--- src/hw/rtl/psnap_pkg.sv ---
// Shared tables, constants and helper functions for the preferred value snap block.
package psnap_pkg;

   // Register map (word index on the configuration port)
   typedef enum logic {
      CSR_SERIES = 1'b0,
      CSR_TOL    = 1'b1
   } csr_index_type;

   localparam logic        SERIES_E24 = 1'b0;
   localparam logic        SERIES_E96 = 1'b1;
   localparam int          E24_COUNT  = 24;
   localparam int          E96_COUNT  = 96;
   localparam logic [19:0] MILLION    = 20'd1000000;
   localparam int          POW_W      = 72;

   localparam logic [9:0] TAB24 [E24_COUNT] = '{
      10'd10, 10'd11, 10'd12, 10'd13, 10'd15, 10'd16, 10'd18, 10'd20, 10'd22, 10'd24,
      10'd27, 10'd30, 10'd33, 10'd36, 10'd39, 10'd43, 10'd47, 10'd51, 10'd56, 10'd62,
      10'd68, 10'd75, 10'd82, 10'd91};

   localparam logic [9:0] TAB96 [E96_COUNT] = '{
      10'd100, 10'd102, 10'd105, 10'd107, 10'd110, 10'd113, 10'd115, 10'd118, 10'd121,
      10'd124, 10'd127, 10'd130, 10'd133, 10'd137, 10'd140, 10'd143, 10'd147, 10'd150,
      10'd154, 10'd158, 10'd162, 10'd165, 10'd169, 10'd174, 10'd178, 10'd182, 10'd187,
      10'd191, 10'd196, 10'd200, 10'd205, 10'd210, 10'd215, 10'd221, 10'd226, 10'd232,
      10'd237, 10'd243, 10'd249, 10'd255, 10'd261, 10'd267, 10'd274, 10'd280, 10'd287,
      10'd294, 10'd301, 10'd309, 10'd316, 10'd324, 10'd332, 10'd340, 10'd348, 10'd357,
      10'd365, 10'd374, 10'd383, 10'd392, 10'd402, 10'd412, 10'd422, 10'd432, 10'd442,
      10'd453, 10'd464, 10'd475, 10'd487, 10'd499, 10'd511, 10'd523, 10'd536, 10'd549,
      10'd562, 10'd576, 10'd590, 10'd604, 10'd619, 10'd634, 10'd649, 10'd665, 10'd681,
      10'd698, 10'd715, 10'd732, 10'd750, 10'd768, 10'd787, 10'd806, 10'd825, 10'd845,
      10'd866, 10'd887, 10'd909, 10'd931, 10'd953, 10'd976};

   // Power of ten, wide enough for every supported decade
   function automatic logic [POW_W-1:0] pow10(input int n);
      logic [POW_W-1:0] r;
      r = POW_W'(1);
      for (int k = 0; k < n; k++) begin
         r = r * POW_W'(10);
      end
      return r;
   endfunction

   // Highest decade a value of vb bits can reach
   function automatic int dec_max(input int vb);
      int c;
      c = 0;
      for (int k = 1; k < 22; k++) begin
         if (pow10(k) < (POW_W'(1) << vb)) begin
            c++;
         end
      end
      return c;
   endfunction

   function automatic int dec_width(input int vb);
      return $clog2(dec_max(vb) + 1);
   endfunction

   // Table entry of the selected series; zero past the end of that series
   function automatic logic [9:0] entry(input logic sel, input int i);
      logic [9:0] r;
      r = 10'd0;
      if (sel == SERIES_E96) begin
         if (i < E96_COUNT) r = TAB96[7'(i)];
      end else begin
         if (i < E24_COUNT) r = TAB24[5'(i)];
      end
      return r;
   endfunction

   // Divide a table entry by ten or by a hundred (reciprocal multiply, exact below 1000)
   function automatic logic [9:0] div10(input logic [9:0] x);
      logic [19:0] p;
      p = 20'(x) * 20'd205;
      return 10'(p >> 11);
   endfunction

   function automatic logic [9:0] div100(input logic [9:0] x);
      logic [19:0] p;
      p = 20'(x) * 20'd41;
      return 10'(p >> 12);
   endfunction

endpackage

--- src/hw/rtl/psnap_csr.sv ---
// Configuration registers behind the APB-style port.
module psnap_csr (
   input  logic        clock,
   input  logic        reset,
   input  logic        psel,
   input  logic        penable,
   input  logic        pwrite,
   input  logic [2:0]  paddr,
   input  logic [31:0] pwdata,
   output logic [31:0] prdata,
   output logic        pready,
   output logic        series_sel,
   output logic [19:0] tol_ppm
);
   import psnap_pkg::*;

   logic          series_ff, series_in;
   logic [19:0]   tol_ff, tol_in;
   logic          wr_en;
   csr_index_type idx;

   assign pready = 1'b1;
   assign idx    = csr_index_type'(paddr[2]);
   assign wr_en  = psel & penable & pwrite & pready;

   // Update the addressed register on a write access
   always_comb begin
      series_in = series_ff;
      tol_in    = tol_ff;
      if (wr_en) begin
         case (idx)
            CSR_SERIES: series_in = pwdata[0];
            CSR_TOL:    tol_in    = pwdata[19:0];
            default:    ;
         endcase
      end
   end

   always_ff @(posedge clock) begin
      if (reset) begin
         series_ff <= 1'b0;
         tol_ff    <= 20'd0;
      end else begin
         series_ff <= series_in;
         tol_ff    <= tol_in;
      end
   end

   // Return the addressed register
   always_comb begin
      case (idx)
         CSR_SERIES: prdata = {31'd0, series_ff};
         CSR_TOL:    prdata = {12'd0, tol_ff};
         default:    prdata = 32'd0;
      endcase
   end

   assign series_sel = series_ff;
   assign tol_ppm    = tol_ff;
endmodule

--- config.mk ---
export PLATFORM = sky130hd
export DESIGN_NAME = psnap_csr
export DESIGN_NICKNAME = d
export VERILOG_FILES = /design/src/hw/rtl/psnap_pkg.sv /design/src/hw/rtl/psnap_csr.sv
export SDC_FILE = /design/constraint.sdc
export NUM_CORES = 1
export LEC_CHECK = 0
export BUFFER_PORTS_ARGS = -buffer_cell sky130_fd_sc_hd__buf_2
export CAP_MARGIN = 15
export CORE_MARGIN = 4
export CORE_UTILIZATION = 39
export DETAILED_ROUTE_END_ITERATION = 8
export MAX_ROUTING_LAYER = met4
export PLACE_DENSITY = 0.79
export SYNTH_ARGS = -nofsm -noshare
export SYNTH_HDL_FRONTEND = slang
export SYNTH_SLANG_ARGS = --single-unit
export TNS_END_PERCENT = 5
--- constraint.sdc ---
create_clock -name clock -period 1.2 [get_ports clock]
set_input_delay 0.24 -clock clock [delete_from_list [all_inputs] [get_ports clock]]
set_output_delay 0.24 -clock clock [all_outputs]
set_load 0.02 [all_outputs]
==> impl_metrics.toml, run 1 <==
[power]
leakage_nw = 0.806
power.total_mw = 1.31
ir_drop_mv = 0.396
pwr_density_cell_nw_per_um2 = 783

[clock_network]
clkTransAtPathRegs_ps = 120
cts_tree = "yes"
clk_path_buf_depth = 2
cts.sinks = 21
clock_latency_ps = 300
htreeDepth = 1
root_buffer = "clkbuf_4"
cts_made_buffers = 3
cts_hold_repair.buffers = 0

[synth]
synth-main-ff-cell = "dfxtp_1"
synth_area_leaders = "dfxtp_1 35%, nand2b_1 21%, mux2i_1 17%"
synthArstFlopShare_pct = 0
syn_area_um2 = 1220
synth-edff-count = 0
ys_ff_latch = 21
ys_seq_area_share_pct = 34.6
yosysTopAreaCell = "dfxtp_1"
synth_warnings = 0
syn_inst = 129
synth_cell_type_count = 12
synthTopCellsByCount = "41 x nand2b_1, 21 x dfxtp_1, 21 x mux2i_1"
syn-mean-instance-area_um2 = 9.43
synth_top_area_share_pct = 34.6
yosys.cell_count.top_type = "nand2b_1"

[placed_design]
portBuffers = 66
dp_hpwl_um = 1870
place_ws_ps = 101
gp_congestion = 0.631
dp.cells = 231

[floorplan]
io_pins = 94
num_rows = 20
core_um2 = 3030
start_util_pct = 40.2
fp.dieArea_um2 = 4080
fp.dieW_um = 63.8
die_h_um = 63.8

[critical_path]
rr_startpoint = "tol_ppm[0]"
crit_start = "tol_ppm[0]"
path_delay_family = "flip-flops"
crit_buf_inv = 1
crit_slowest_cell = "dfxtp_2"
critPathKind = "reg2out"
crit_chain = "mux2_2 > buf_6"
crit_arrival_ps = 1040
startpoint_type = "register"
crit_required_ps = 960
worstPathMaxFanout = 2
max_stage_delay_ps = 340
critPathCaptureType = "output port"

[flow_run]
drv_cap = 0

[finish]
fin_nets = 234
antennaDiodeCount = 0
final_cell_count_no_fill = 237
syn_to_final_growth_pct = 37.1
drive_above_1_share_pct = 52.8

[grt]
grt_pass1_wl_um = 3770
grt_pass1_vias = 834
overflow = 0
antenna_found_initial = 0
grt_max_degree = 42
grt_usage_pct = 11.8

[sta]
rsz0062_at_grt = "yes"
fmax_mhz = 781
final-hold-violation-count = 0
setup_viol = 1
fin_ws_ps = -80.2
maxSlewViolCount = 0
finalCritPeriodShare_pct = 107
clock_skew_ps = 0
fin_crit_ps = 1280

[worst_hold_path]
hp-start = "pwdata[19]"
hp-class = "in2reg"

[drt]
wire_per_inst_um = 10.6
route.detailed.drc = 0
ant_nets = 0
totalWireLength_um = 2520
drt_iter0_markers = 37
drt-pass1-iter-count = 3
vias = 987
vias_per_cell = 4.16

[outcome]
status = "finished with violations"
violations = "setup timing"
## cells in the final DEF (no fill, tap or decap), types with 3 or more instances in the layout
master    netlist  final
conb_1          2     13
clkbuf_4        0      3
mux2i_1        21     21
and2_1         19     15
and2_4          0      4
buf_4          13      7
nand2b_1       41     41
buf_6           1     12
buf_2           0     51
dfxtp_2         0     21
## layer usage
layer	routed length, um	track usage (%)	up-vias	share of wire [%]
met4	25	4.85	0	0.99
li1	-	-	508	-
met5	0	-	-	0
met3	239	2.64	4	9.5
met1	1100	15.2	428	44
met2	1160	17.8	47	46
## sequential cells by signal, summed over array words and instances, names as in the netlist
name	flops
tol_ppm	20
series_sel	1
## per-stage QoR
stage	hold slack [ps]	utilization (%)	cell area, um^2	TNS, ps
3_5_place_dp	472	49.8	1510	0
6_report	170	55.1	1670	-80.2
5_1_grt	166	55.1	1670	-123
4_1_cts	155	51.7	1560	-91.4
3_3_place_gp	466	49.8	1510	0
2_1_floorplan	395	-	1260	0
## what timing repair did
item	4_1_cts	5_1_grt
setup buffers	2	0
gates resized for setup	9	43
endpoints found under the setup margin	6	20
cloned	0	0
## cell families (layout without fill, tap and decap cells)
| family | Yosys count | after routing | synth area share, % |
|---|---|---|---|
| buffers and inverters | 22 | 75 | 14.1 |
| DFF | 21 | 21 | 34.6 |
| muxes | 22 | 22 | 18.2 |
| other | 2 | 13 | 0.618 |
| and+or+nand+nor | 62 | 62 | 32.5 |
## report_power, final
| group | switching, mW | internal [mW] |
|---|---|---|
| Sequential | 0.00971 | 0.715 |
| Combinational | 0.136 | 0.109 |
| Clock | 0.212 | 0.124 |
| Total | 0.358 | 0.948 |
## worst min-delay path, delay by kind of cell
family / cells / cell delay [ps]
buf+inv: 1 / 100
simple gates: 1 / 50
mux: 1 / 60
## final timing paths
kind                            slack [ps]  depth (start not counted)     endpoint
worst max register to register         520                          3   tol_ppm[0]
worst max-delay path                   -80                          2    prdata[0]
worst min-delay path                   170                          3  tol_ppm[19]
worst min register to register         480                          2  tol_ppm[11]
## cell type report
type                    count  area [um^2]
fillers                   300         1360
well taps                  44         55.1
clock buffers               3         22.5
clock inverters             1         5.00
multi-input cells          97          676
flip-flops and latches     21          447
repair buffers             71          463
Note: power is estimated with default switching activity, not from simulation.
==> inputs of run 2 (changes only) <==
--- a/config.mk
+++ b/config.mk
@@ -12,6 +12,7 @@
 export DETAILED_ROUTE_END_ITERATION = 8
 export MAX_ROUTING_LAYER = met4
 export PLACE_DENSITY = 0.79
+export RECOVER_POWER = 50
 export SYNTH_ARGS = -nofsm -noshare
 export SYNTH_HDL_FRONTEND = slang
 export SYNTH_SLANG_ARGS = --single-unit
==> impl_metrics.toml, run 2 (synthesized netlist as in run 1, its figures left out) <==
[finish]
final_cell_mix = "48 x buf_2, 41 x nand2b_1, 21 x mux2i_1, 21 x dfxtp_2, 15 x and2_1"
fin_area_um2 = 1670
drive_above_1_share_pct = 51.8
fin_nets = 234
n_fill_cell = 302
seqCellArea_um2 = 447
final_cell_count_no_fill = 237
multi_input_area_um2 = 676
syn_to_final_growth_pct = 36.9
final_common_cell = "buf_2"
largest_reg_flops = 20
antennaDiodeCount = 0

[power]
ir_drop_mv = 0.396
leakage_nw = 0.798
switching_share_pct = 27.4
pwr-share-clk_pct = 25.8
seqPwrFrac_pct = 55.5
power.total_mw = 1.31
p_comb_share_pct = 18.7
p_sw_mw = 0.358
pwr_density_cell_nw_per_um2 = 784
internal-power_mw = 0.947

[critical_path]
endpoint = "prdata[0]"
critPathKind = "reg2out"
reg2reg_depth = 3
startpoint_type = "register"
max_stage_delay_ps = 340
worstPathMaxFanout = 2
rr_startpoint = "tol_ppm[0]"
r2r_slack_ps = 520
crit_buf_inv = 1
crit_cells = 2
path_delay_family = "flip-flops"
worstReg2RegEnd = "tol_ppm[0]"
crit_chain = "mux2_2 > buf_6"
critPathCaptureType = "output port"
crit_required_ps = 960
crit_arrival_ps = 1040
crit_start = "tol_ppm[0]"
crit_slowest_cell = "dfxtp_2"

[drt]
totalWireLength_um = 2520
drt-pass1-iter-count = 3
vias_per_cell = 4.16
drt_iter0_markers = 37
route.detailed.drc = 0
vias = 987
ant_nets = 0
wire_per_inst_um = 10.6

[sta]
fin_crit_ps = 1280
clock_skew_ps = 0
final-hold-violation-count = 0
setup-tns-final_ps = -80.2
setup_viol = 1
fmax_mhz = 781
max_slew.worst_pin.slew_ps = 541
finalCritPeriodShare_pct = 107
timing.slew.headroom_pct = 63.9
maxSlewViolCount = 0
fin_ws_ps = -80.2
rsz0062_at_grt = "yes"

[worst_hold_path]
hp-start = "pwdata[19]"
hp-class = "in2reg"

[placed_design]
portBuffers = 66
dp_hpwl_um = 1870
gp_congestion = 0.631
dp.cells = 231
place_area_um2 = 1510

[floorplan]
core_um2 = 3030
num_rows = 20
fp.dieW_um = 63.8
die_h_um = 63.8
io_pins = 94
start_util_pct = 40.2
fp.dieArea_um2 = 4080

[grt]
overflow = 0
grt_usage_pct = 11.8
grt_max_degree = 42
antenna_found_initial = 0
grt_pass1_wl_um = 3770
grt_pass1_vias = 834

[outcome]
status = "finished with violations"
violations = "setup timing"

[clock_network]
clk_path_buf_depth = 2
cts.sinks = 21
cts_made_buffers = 3
root_buffer = "clkbuf_4"
htreeDepth = 1
cts_tree = "yes"
clkTransAtPathRegs_ps = 120
clock_latency_ps = 300

[flow_run]
drv_cap = 0
[run 2: cell types whose count changed in the layout (fill, tap and decap cells not counted), sizes merged]
| cell | delta |
|---|---|
| clkbuf | +3 |
| buf | -3 |
[run 2: routing by layer]
| layer | wire length (um) | vias up | global-route usage [%] | share of wire (%) |
|---|---|---|---|---|
| met5 | 0 | - | - | 0 |
| met4 | 25 | 0 | 4.85 | 0.99 |
| met3 | 238 | 4 | 2.64 | 9.4 |
| met2 | 1160 | 47 | 17.8 | 46 |
| met1 | 1100 | 428 | 15.2 | 44 |
| li1 | - | 508 | - | - |
[run 2: cell type report]
class                           instances  area share [%]
Clock buffer                            3            1.35
Clock inverter                          1           0.301
Sequential cell                        21            26.8
Timing Repair Buffer                   71            27.6
Multi-Input combinational cell         97            40.6
Tap cell                               44            3.31
[run 2: worst min-delay path by stage]
stage,depth (start not counted),slack (ps),to
4_1_cts,3,160,tol_ppm[7]
5_1_grt,3,170,tol_ppm[3]
6_report,3,170,tol_ppm[19]
3_3_place_gp,2,470,tol_ppm[19]
2_1_floorplan,2,400,tol_ppm[10]
3_5_place_dp,2,470,tol_ppm[10]
[run 2: worst min-delay path: stages]
cell      delay, ps
buf_2           100
nand2b_1         50
mux2i_1          60
[run 2: power by group through the flow]
stage	Sequential [mW]	Combinational, mW	Clock [mW]
after floorplan	0.756	0.172	0
after global placement	0.738	0.232	0
after detailed placement	0.738	0.235	0
after CTS	0.723	0.238	0.363
after global routing	0.727	0.266	0.378
final	0.724	0.245	0.337
[run 2: timing repair]
item	CTS	global route
resized for setup	9	43
endpoints found under the setup margin	6	20
hold buffers	0	0
buffers inserted	2	0
[run 2: per-stage QoR]
stage	util, %	worst slack (ps)	hold WS [ps]
6_report	55.0	-80.2	170
4_1_cts	51.7	-91.4	155
3_5_place_dp	49.8	101	472
2_1_floorplan	-	118	395
5_1_grt	55.0	-113	166
3_3_place_gp	49.8	101	466
